[src/hdl/hcirx_pkg.sv]
`timescale 1ns / 1ps
// ----------------------------------------------------------------------------
// HCI UART receive deframer package
// Shared types and codes for the H4 receive deframer and the credit counter.
// ----------------------------------------------------------------------------
package hcirx_pkg;

    // packet_kind codes
    localparam logic [1:0] KIND_NONE  = 2'd0;
    localparam logic [1:0] KIND_EVENT = 2'd1;
    localparam logic [1:0] KIND_ACL   = 2'd2;

    // byte_role codes
    localparam logic [1:0] ROLE_IND   = 2'd0;
    localparam logic [1:0] ROLE_HDR   = 2'd1;
    localparam logic [1:0] ROLE_PAY   = 2'd2;
    localparam logic [1:0] ROLE_NONE  = 2'd3;

    // H4 packet indicators and event codes
    localparam logic [7:0] IND_EVENT        = 8'h04;
    localparam logic [7:0] IND_ACL          = 8'h02;
    localparam logic [7:0] EVT_CMD_COMPLETE = 8'h0E;
    localparam logic [7:0] EVT_CMD_STATUS   = 8'h0F;

    // input mode codes
    localparam logic MODE_RX   = 1'b0;
    localparam logic MODE_SEND = 1'b1;

    localparam logic [7:0] CREDITS_RESET = 8'd1;

    // per-byte labels from the deframer
    typedef struct packed {
        logic [1:0]  kind;
        logic [1:0]  role;
        logic [7:0]  data;
        logic [15:0] pidx;
        logic        pend;
        logic [7:0]  code;
        logic [15:0] hnd;
        logic [15:0] plen;
        logic        bad;
    } t_frame;

    // credit reload request at the end of a credit-bearing event
    typedef struct packed {
        logic       load;
        logic [7:0] value;
    } t_credit_upd;

    // full result word held in the output register
    typedef struct packed {
        t_frame     frame;
        logic       grant;
        logic [7:0] credits;
    } t_result;

endpackage

[src/hdl/hcirx_deframer.sv]
`timescale 1ns / 1ps
// ----------------------------------------------------------------------------
// HCI UART receive deframer
// Walks the H4 byte stream, labels each byte and flags credit-bearing events.
// ----------------------------------------------------------------------------
module hcirx_deframer (
    input  logic                    i_clk,
    input  logic                    i_rst_n,
    input  logic                    i_take,
    input  logic                    i_mode,
    input  logic [7:0]              i_rx_byte,
    output hcirx_pkg::t_frame       o_frame,
    output hcirx_pkg::t_credit_upd  o_upd
);
    import hcirx_pkg::*;

    localparam logic [3:0] PH_IDLE      = 4'd0;
    localparam logic [3:0] PH_EVT_CODE  = 4'd1;
    localparam logic [3:0] PH_EVT_LEN   = 4'd2;
    localparam logic [3:0] PH_EVT_PARAM = 4'd3;
    localparam logic [3:0] PH_ACL_H0    = 4'd4;
    localparam logic [3:0] PH_ACL_H1    = 4'd5;
    localparam logic [3:0] PH_ACL_L0    = 4'd6;
    localparam logic [3:0] PH_ACL_L1    = 4'd7;
    localparam logic [3:0] PH_ACL_DATA  = 4'd8;

    logic [3:0]  r_phase, n_phase;
    logic [15:0] r_left,  n_left;
    logic [15:0] r_pos,   n_pos;
    logic [7:0]  r_code,  n_code;
    logic [7:0]  r_p0,    n_p0;
    logic [7:0]  r_p1,    n_p1;
    logic [15:0] r_hnd,   n_hnd;
    logic [15:0] r_len,   n_len;
    logic        finish;

    always_comb begin
        n_phase = r_phase;
        n_left  = r_left;
        n_pos   = r_pos;
        n_code  = r_code;
        n_p0    = r_p0;
        n_p1    = r_p1;
        n_hnd   = r_hnd;
        n_len   = r_len;
        finish  = 1'b0;
        o_frame = '{kind: KIND_NONE, role: ROLE_NONE, data: 8'h00, pidx: 16'h0000,
                    pend: 1'b0, code: 8'h00, hnd: 16'h0000, plen: 16'h0000,
                    bad: 1'b0};
        if (i_mode == MODE_RX) begin
            o_frame.data = i_rx_byte;
            case (r_phase)
                PH_EVT_CODE: begin
                    n_code       = i_rx_byte;
                    o_frame.kind = KIND_EVENT;
                    o_frame.role = ROLE_HDR;
                    o_frame.code = i_rx_byte;
                    n_phase      = PH_EVT_LEN;
                end
                PH_EVT_LEN: begin
                    n_len        = {8'h00, i_rx_byte};
                    n_left       = {8'h00, i_rx_byte};
                    n_pos        = 16'h0000;
                    o_frame.kind = KIND_EVENT;
                    o_frame.role = ROLE_HDR;
                    o_frame.code = r_code;
                    o_frame.plen = {8'h00, i_rx_byte};
                    if (i_rx_byte == 8'h00) begin
                        o_frame.pend = 1'b1;
                        n_phase      = PH_IDLE;
                    end else begin
                        n_phase      = PH_EVT_PARAM;
                    end
                end
                PH_EVT_PARAM: begin
                    if (r_pos == 16'd0) begin
                        n_p0 = i_rx_byte;
                    end else if (r_pos == 16'd1) begin
                        n_p1 = i_rx_byte;
                    end
                    o_frame.kind = KIND_EVENT;
                    o_frame.role = ROLE_PAY;
                    o_frame.code = r_code;
                    o_frame.plen = r_len;
                    o_frame.pidx = r_pos;
                    n_pos        = r_pos + 16'd1;
                    n_left       = r_left - 16'd1;
                    if (n_left == 16'd0) begin
                        o_frame.pend = 1'b1;
                        finish       = 1'b1;
                        n_phase      = PH_IDLE;
                    end
                end
                PH_ACL_H0: begin
                    n_hnd        = {8'h00, i_rx_byte};
                    o_frame.kind = KIND_ACL;
                    o_frame.role = ROLE_HDR;
                    o_frame.hnd  = n_hnd;
                    n_phase      = PH_ACL_H1;
                end
                PH_ACL_H1: begin
                    n_hnd        = r_hnd | {i_rx_byte, 8'h00};
                    o_frame.kind = KIND_ACL;
                    o_frame.role = ROLE_HDR;
                    o_frame.hnd  = n_hnd;
                    n_phase      = PH_ACL_L0;
                end
                PH_ACL_L0: begin
                    n_len        = {8'h00, i_rx_byte};
                    o_frame.kind = KIND_ACL;
                    o_frame.role = ROLE_HDR;
                    o_frame.hnd  = r_hnd;
                    o_frame.plen = n_len;
                    n_phase      = PH_ACL_L1;
                end
                PH_ACL_L1: begin
                    n_len        = r_len | {i_rx_byte, 8'h00};
                    n_left       = n_len;
                    n_pos        = 16'h0000;
                    o_frame.kind = KIND_ACL;
                    o_frame.role = ROLE_HDR;
                    o_frame.hnd  = r_hnd;
                    o_frame.plen = n_len;
                    if (n_len == 16'd0) begin
                        o_frame.pend = 1'b1;
                        n_phase      = PH_IDLE;
                    end else begin
                        n_phase      = PH_ACL_DATA;
                    end
                end
                PH_ACL_DATA: begin
                    o_frame.kind = KIND_ACL;
                    o_frame.role = ROLE_PAY;
                    o_frame.hnd  = r_hnd;
                    o_frame.plen = r_len;
                    o_frame.pidx = r_pos;
                    n_pos        = r_pos + 16'd1;
                    n_left       = r_left - 16'd1;
                    if (n_left == 16'd0) begin
                        o_frame.pend = 1'b1;
                        n_phase      = PH_IDLE;
                    end
                end
                default: begin
                    n_phase = PH_IDLE;
                    if (i_rx_byte == IND_EVENT || i_rx_byte == IND_ACL) begin
                        o_frame.role = ROLE_IND;
                        n_code  = 8'h00;
                        n_hnd   = 16'h0000;
                        n_len   = 16'h0000;
                        n_left  = 16'h0000;
                        n_pos   = 16'h0000;
                        n_phase = (i_rx_byte == IND_EVENT) ? PH_EVT_CODE : PH_ACL_H0;
                    end else begin
                        // drop unknown indicator
                        o_frame.bad  = 1'b1;
                        o_frame.data = 8'h00;
                    end
                end
            endcase
        end
    end

    // reload credits from the fresh parameter values at the event's last byte
    always_comb begin
        o_upd = '{load: 1'b0, value: 8'h00};
        if (finish) begin
            if (r_code == EVT_CMD_COMPLETE && r_len >= 16'd1) begin
                o_upd = '{load: 1'b1, value: n_p0};
            end else if (r_code == EVT_CMD_STATUS && r_len >= 16'd2) begin
                o_upd = '{load: 1'b1, value: n_p1};
            end
        end
    end

    always_ff @(posedge i_clk) begin
        if (!i_rst_n) begin
            r_phase <= PH_IDLE;
            r_left  <= 16'h0000;
            r_pos   <= 16'h0000;
            r_code  <= 8'h00;
            r_p0    <= 8'h00;
            r_p1    <= 8'h00;
            r_hnd   <= 16'h0000;
            r_len   <= 16'h0000;
        end else if (i_take) begin
            r_phase <= n_phase;
            r_left  <= n_left;
            r_pos   <= n_pos;
            r_code  <= n_code;
            r_p0    <= n_p0;
            r_p1    <= n_p1;
            r_hnd   <= n_hnd;
            r_len   <= n_len;
        end
    end

    a_phase_range: assert property (@(posedge i_clk) disable iff (!i_rst_n)
        r_phase <= PH_ACL_DATA)
        else $error("deframer phase out of range");

    a_param_left: assert property (@(posedge i_clk) disable iff (!i_rst_n)
        (r_phase == PH_EVT_PARAM || r_phase == PH_ACL_DATA) |-> r_left != 16'd0)
        else $error("payload phase with no bytes left");

    a_pos_in_len: assert property (@(posedge i_clk) disable iff (!i_rst_n)
        (r_phase == PH_EVT_PARAM || r_phase == PH_ACL_DATA) |-> r_pos < r_len)
        else $error("payload position past declared length");

endmodule

[src/hdl/hcirx_credits.sv]
`timescale 1ns / 1ps
// ----------------------------------------------------------------------------
// HCI command credit counter
// Grants send requests against the credit count; reloads from events and cfg.
// ----------------------------------------------------------------------------
module hcirx_credits (
    input  logic                    i_clk,
    input  logic                    i_rst_n,
    input  logic                    i_take,
    input  logic                    i_mode,
    input  hcirx_pkg::t_credit_upd  i_upd,
    input  logic                    i_cfg_we,
    input  logic [7:0]              i_cfg_data,
    output logic                    o_grant,
    output logic [7:0]              o_credits_next
);
    import hcirx_pkg::*;

    logic [7:0] r_credits;

    always_comb begin
        o_grant        = 1'b0;
        o_credits_next = r_credits;
        if (i_mode == MODE_SEND) begin
            if (r_credits != 8'd0) begin
                o_grant        = 1'b1;
                o_credits_next = r_credits - 8'd1;
            end
        end else if (i_upd.load) begin
            o_credits_next = i_upd.value;
        end
    end

    always_ff @(posedge i_clk) begin
        if (!i_rst_n) begin
            r_credits <= CREDITS_RESET;
        end else if (i_cfg_we) begin
            r_credits <= i_cfg_data;
        end else if (i_take) begin
            r_credits <= o_credits_next;
        end
    end

    a_no_underflow: assert property (@(posedge i_clk) disable iff (!i_rst_n)
        (i_take && !i_cfg_we && i_mode == MODE_SEND && r_credits == 8'd0)
        |=> r_credits == 8'd0)
        else $error("denied send changed credits");

    a_grant_dec: assert property (@(posedge i_clk) disable iff (!i_rst_n)
        (i_take && !i_cfg_we && o_grant) |=> r_credits == $past(r_credits) - 8'd1)
        else $error("granted send did not take one credit");

    a_grant_mode: assert property (@(posedge i_clk) disable iff (!i_rst_n)
        o_grant |-> (i_mode == MODE_SEND && !i_upd.load))
        else $error("grant outside a send request");

endmodule

[src/hdl/hci_uart_rx_deframer_with_credits_top.sv]
`timescale 1ns / 1ps
// ----------------------------------------------------------------------------
// HCI UART receive deframer with command credits
// H4 receive deframer and credit gate with a registered result stage.
// ----------------------------------------------------------------------------
//  channel  direction  handshake                 payload
//  in       input      i_in_valid / o_in_stall   i_mode, i_rx_byte
//  out      output     o_out_valid / i_out_stall packet fields, grant, credits
//  cfg      input      i_cfg_we                  i_cfg_data (initial credits)
//
//  One item per cycle while the input is not stalled: each transfer is labelled
//  combinationally and its result enters the output register at the next edge.
//  Reset (synchronous, active low) returns to idle with one credit.
//  A stalled result holds the output register; the input stalls only while
//  a held result is not taken in the same cycle.
// ----------------------------------------------------------------------------
module hci_uart_rx_deframer_with_credits_top (
    input  logic        i_clk,
    input  logic        i_rst_n,
    input  logic        i_in_valid,
    output logic        o_in_stall,
    input  logic        i_mode,
    input  logic [7:0]  i_rx_byte,
    output logic        o_out_valid,
    input  logic        i_out_stall,
    output logic [1:0]  o_packet_kind,
    output logic [1:0]  o_byte_role,
    output logic [7:0]  o_data_byte,
    output logic [15:0] o_payload_index,
    output logic        o_packet_end,
    output logic [7:0]  o_event_code_seen,
    output logic [15:0] o_conn_handle,
    output logic [15:0] o_payload_length,
    output logic        o_bad_indicator,
    output logic        o_send_granted,
    output logic [7:0]  o_credits_now,
    input  logic        i_cfg_we,
    input  logic [7:0]  i_cfg_data
);
    import hcirx_pkg::*;

    t_frame      frame;
    t_credit_upd upd;
    logic        grant;
    logic [7:0]  credits_next;
    logic        take;
    logic        r_out_valid;
    t_result     r_out;

    assign o_in_stall = r_out_valid && i_out_stall;
    assign take       = i_in_valid && !o_in_stall;

    hcirx_deframer u_deframer (
        .i_clk     (i_clk),
        .i_rst_n   (i_rst_n),
        .i_take    (take),
        .i_mode    (i_mode),
        .i_rx_byte (i_rx_byte),
        .o_frame   (frame),
        .o_upd     (upd)
    );

    hcirx_credits u_credits (
        .i_clk          (i_clk),
        .i_rst_n        (i_rst_n),
        .i_take         (take),
        .i_mode         (i_mode),
        .i_upd          (upd),
        .i_cfg_we       (i_cfg_we),
        .i_cfg_data     (i_cfg_data),
        .o_grant        (grant),
        .o_credits_next (credits_next)
    );

    always_ff @(posedge i_clk) begin
        if (!i_rst_n) begin
            r_out_valid <= 1'b0;
        end else if (take) begin
            r_out_valid <= 1'b1;
        end else if (!i_out_stall) begin
            r_out_valid <= 1'b0;
        end
    end

    always_ff @(posedge i_clk) begin
        if (take) begin
            r_out <= '{frame: frame, grant: grant, credits: credits_next};
        end
    end

    assign o_out_valid       = r_out_valid;
    assign o_packet_kind     = r_out.frame.kind;
    assign o_byte_role       = r_out.frame.role;
    assign o_data_byte       = r_out.frame.data;
    assign o_payload_index   = r_out.frame.pidx;
    assign o_packet_end      = r_out.frame.pend;
    assign o_event_code_seen = r_out.frame.code;
    assign o_conn_handle     = r_out.frame.hnd;
    assign o_payload_length  = r_out.frame.plen;
    assign o_bad_indicator   = r_out.frame.bad;
    assign o_send_granted    = r_out.grant;
    assign o_credits_now     = r_out.credits;

    a_grant_no_frame: assert property (@(posedge i_clk) disable iff (!i_rst_n)
        (o_out_valid && o_send_granted) |->
        (o_byte_role == ROLE_NONE && o_packet_kind == KIND_NONE && !o_packet_end))
        else $error("granted send carries packet fields");

    a_bad_dropped: assert property (@(posedge i_clk) disable iff (!i_rst_n)
        (o_out_valid && o_bad_indicator) |->
        (o_byte_role == ROLE_NONE && o_data_byte == 8'h00 && !o_send_granted))
        else $error("bad indicator byte was passed on");

    a_end_in_packet: assert property (@(posedge i_clk) disable iff (!i_rst_n)
        (o_out_valid && o_packet_end) |->
        (o_packet_kind == KIND_EVENT || o_packet_kind == KIND_ACL))
        else $error("packet end outside a packet");

endmodule
[config.mk]
export PLATFORM = sky130hd
export DESIGN_NAME = hci_uart_rx_deframer_with_credits_top
export DESIGN_NICKNAME = d
export VERILOG_FILES = /design/src/hdl/hcirx_pkg.sv /design/src/hdl/hcirx_deframer.sv /design/src/hdl/hcirx_credits.sv /design/src/hdl/hci_uart_rx_deframer_with_credits_top.sv
export SDC_FILE = /design/constraint.sdc
export NUM_CORES = 1
export LEC_CHECK = 0
export ABC_CLOCK_PERIOD_IN_PS = 8250
export BUFFER_PORTS_ARGS = -buffer_cell sky130_fd_sc_hd__buf_4
export CORE_ASPECT_RATIO = 0.7
export CORE_UTILIZATION = 35
export CTS_BUF_LIST = sky130_fd_sc_hd__clkbuf_4 sky130_fd_sc_hd__clkbuf_8 sky130_fd_sc_hd__clkbuf_16
export DETAILED_ROUTE_END_ITERATION = 10
export PLACE_DENSITY = 0.52
export SKIP_CTS_REPAIR_TIMING = 1
export SYNTH_ARGS = -nofsm -noshare
export SYNTH_HDL_FRONTEND = slang
export SYNTH_SLANG_ARGS = --single-unit
[constraint.sdc]
create_clock -name i_clk -period 8.25 [get_ports i_clk]
set_clock_uncertainty 0.15 [all_clocks]
set_input_delay 0.825 -clock i_clk [delete_from_list [all_inputs] [get_ports i_clk]]
set_output_delay 0.825 -clock i_clk [all_outputs]
set_load 0.005 [all_outputs]
==> Flow_metrics.wiki <==
{| class="wikitable"
! Metric !! Value
|-
| Transition time of the tightest slew-check pin || 1.262 ns
|-
| Cell chain of the critical path || buf_4, nor3_1, nand3_1, nor4_2, mux2i_1, o22a_1, mux2i_1, a211oi_1, o311ai_1
|-
| Most area-hungry cell type in the Yosys netlist || edfxtp_1
|-
| Total congestion overflow after global routing || 0
|-
| Worst rel slew slack || 0.1514
|-
| Wire length reported by the detailed router || 26.26 mm
|-
| Startpoint type of the worst setup path || input pin
|-
| Fraction of final layout cells sized beyond drive strength 1 || 0.1735
|-
| Clock root buffer || clkbuf_16
|-
| Classification of the worst setup path || in2reg
|-
| Count of flip-flops with a built-in enable after synthesis || 79
|-
| Number of failing setup endpoints in the final timing report || 0
|-
| Unrepaired setup endpoints after global routing || false
|-
| Die Span Y || 137.5 µm
|-
| DRC violation count after routing || 0
|-
| Drt first pass iters || 7
|-
| Largest net degree at the start of global routing || 58
|-
| Async S/R FF share, synth || 0
|-
| Synth cell types || 88
|-
| Clk slew on worst S/H paths || 0.07 ns
|-
| Clock Latency Late Sink || 0.44 ns
|-
| CP max FO || 42
|-
| Placed cell areas || 0.01003 mm²
|-
| Syn_area_per_cell || 9.285 µm²
|-
| Critical path arrival || 3.75 ns
|-
| Final Slew Violations || 0
|-
| Global-route wire length before repair || 40.79 mm
|-
| Core region area || 0.02569 mm²
|-
| Fmax achieved || 0.2807 GHz
|-
| Port buffer count || 102
|-
| Cell count after synthesis || 988
|-
| Class of the tightest hold or removal check || reg2reg
|-
| Number of fillers in the final layout || 2601
|-
| Area growth from synthesis to layout || 15.86%
|-
| Slack of the worst reg-to-reg path || 4.70 ns
|-
| Standard cell with the maximum stage delay on the critical path || nor4_2
|-
| Number of buffers between clock root and the deepest sink || 2
|-
| Count of routing violations after the opening detailed-route iteration || 720
|-
| Initial Util || 0.3571
|-
| Cell area after technology mapping || 0.009174 mm²
|-
| Proportion of netlist area held by the largest area contributor || 0.2586
|-
| Area of the die || 0.02687 mm²
|-
| Dominant cell type by count on the critical path || mux2i_1
|-
| Number of diodes || 0
|-
| Shortest clock period the worst path allows after layout || 3.563 ns
|-
| Most frequently used cell type in the post-synthesis netlist || nor2_1
|-
| Antenna Nets Post-Route || 0
|-
| Total leakage power || 3.956 nW
|-
| HPWL after detailed placement || 17.43 mm
|-
| Tcrit/Tclk final || 0.4318
|-
| Max-Cap Viols || 0
|-
| Number of synthesized register bits || 180
|-
| Core Rows || 49
|-
| Main synth FF type || dfxtp_1
|-
| Leading cell types by total area after synthesis || edfxtp_1 26%, dfxtp_1 22%, nor2_1 5.3%
|-
| CTS Sinks || 180
|-
| Final hold violations || 0
|-
| Worst vdd ir || 0.1516 mV
|-
| All-layer global routing usage || 0.1977
|-
| WL per Instance || 18.95 µm
|-
| CTS buffer count || 17
|-
| Clock tree from TritonCTS || built
|-
| Aggregate negative setup slack || 0 ns
|-
| Synthesized netlist net count || 1017
|-
| Critical Path RT || 8.44 ns
|-
| Die W || 195.5 µm
|-
| Weighted congestion reported at the end of routability-driven placement || 0.8326
|-
| Net count reported at finish || 1071
|-
| Number of global-route vias before repair || 6914
|-
| Vias per cell || 5.473
|-
| Run status || finished, final reports clean
|-
| Pwr/cell area || 180.7 mW/mm²
|-
| Leading cell types by count after synthesis || 129 x nor2_1, 101 x dfxtp_1, 93 x nand2_1
|-
| Num ports || 103
|-
| CTS H-tree depth || 4
|-
| Slowest stage delay, CP || 1.12 ns
|-
| Number of warnings issued by yosys || 0
|-
| Final instance area || 0.01063 mm²
|-
| Initial antenna violation count || 0
|-
| Sequential share of the synthesized area || 0.4790
|-
| Via total after detailed routing || 7586
|-
| Endpoint class of the critical path || register
|}
[cell type report]
cell class / instances / area (µm²) / share of cell area
timing repair buffer: 112 / 840.8 / 0.07911
multi-input combinational: 713 / 4314 / 0.4059
sequential: 180 / 4394 / 0.4134
inverter: 18 / 68.82 / 0.006474
clock buffer: 21 / 479.2 / 0.04509
tap: 331 / 414.1 / 0.03896
clock inverter: 11 / 117.6 / 0.01107
[critical path: cells and delay by family]
family                 cells  cell delay (ns)
AO/OA/AOI/OAI              3             0.59
multiplexers               2             0.47
buffers and inverters      1             0.27
AND/OR/NAND/NOR            3             1.58
[worst paths after layout]
path | from | endpoint | cells past startpoint
worst max-delay path | i_mode | u_credits.r_credits[0] | 9
worst min-delay path | u_deframer.r_p1[3] | u_deframer.r_p1[3] | 2
worst max register to register | u_deframer.r_phase[3] | u_credits.r_credits[0] | 8
worst min register to register | u_deframer.r_p1[3] | u_deframer.r_p1[3] | 2
[cells in the final DEF (no fill, tap or decap), drive strengths merged, types with 21 or more instances in the layout]
cell type,n
clkbuf,21
and3,22
dfxtp,101
a21oi,76
nand2,93
buf,112
nand3,44
nor3,29
edfxtp,79
a22oi,52
mux2i,28
o21ai,42
nor4,21
nor2,130
[cells by family after synthesis]
group | synth area share
multiplexers | 0.03055
adder cells (fa/ha/maj) | 0.009547
flip-flops | 0.4790
AO/OA/AOI/OAI | 0.1657
XOR/XNOR | 0.02387
buffers and inverters | 0.05210
AND/OR/NAND/NOR | 0.2392
[stage by stage]
stage                     power (mW)  hold slack (ns)  utilization  setup slack (ns)  std cells
after floorplan                1.044           0.2812            -             5.293        988
after global placement         1.106           0.2893       0.3905             4.264       1354
after detailed placement       1.106           0.2975       0.3905             4.213       1354
after CTS                      1.940           0.3077       0.4138             4.685       1386
after global routing           1.986           0.3218       0.4138             4.409       1386
final                          1.921           0.3056       0.4138             4.687       1386
[layer usage]
layer,global-route usage,part of all wire
met3,0.04284,0.058
met5,0,0
met4,0.04637,0.0079
met2,0.2823,0.43
met1,0.2991,0.51
[registers in the layout, indices dropped and copies added (netlist names), 2 cells and up]
name,cells
o_byte_role,2
o_conn_handle,16
o_credits_now,8
o_data_byte,8
o_event_code_seen,8
o_packet_kind,2
o_payload_index,16
o_payload_length,16
u_credits.r_credits,8
u_deframer.r_code,8
u_deframer.r_hnd,16
u_deframer.r_left,16
u_deframer.r_len,16
u_deframer.r_p0,8
u_deframer.r_p1,8
u_deframer.r_phase,4
u_deframer.r_pos,16
[power breakdown]
| part | internal, mW | switching, mW |
|---|---|---|
| clock network | 0.457 | 0.379 |
| logic | 0.0458 | 0.0745 |
| registers | 0.953 | 0.0116 |
No activity file was read; power rests on OpenSTA's default activity.
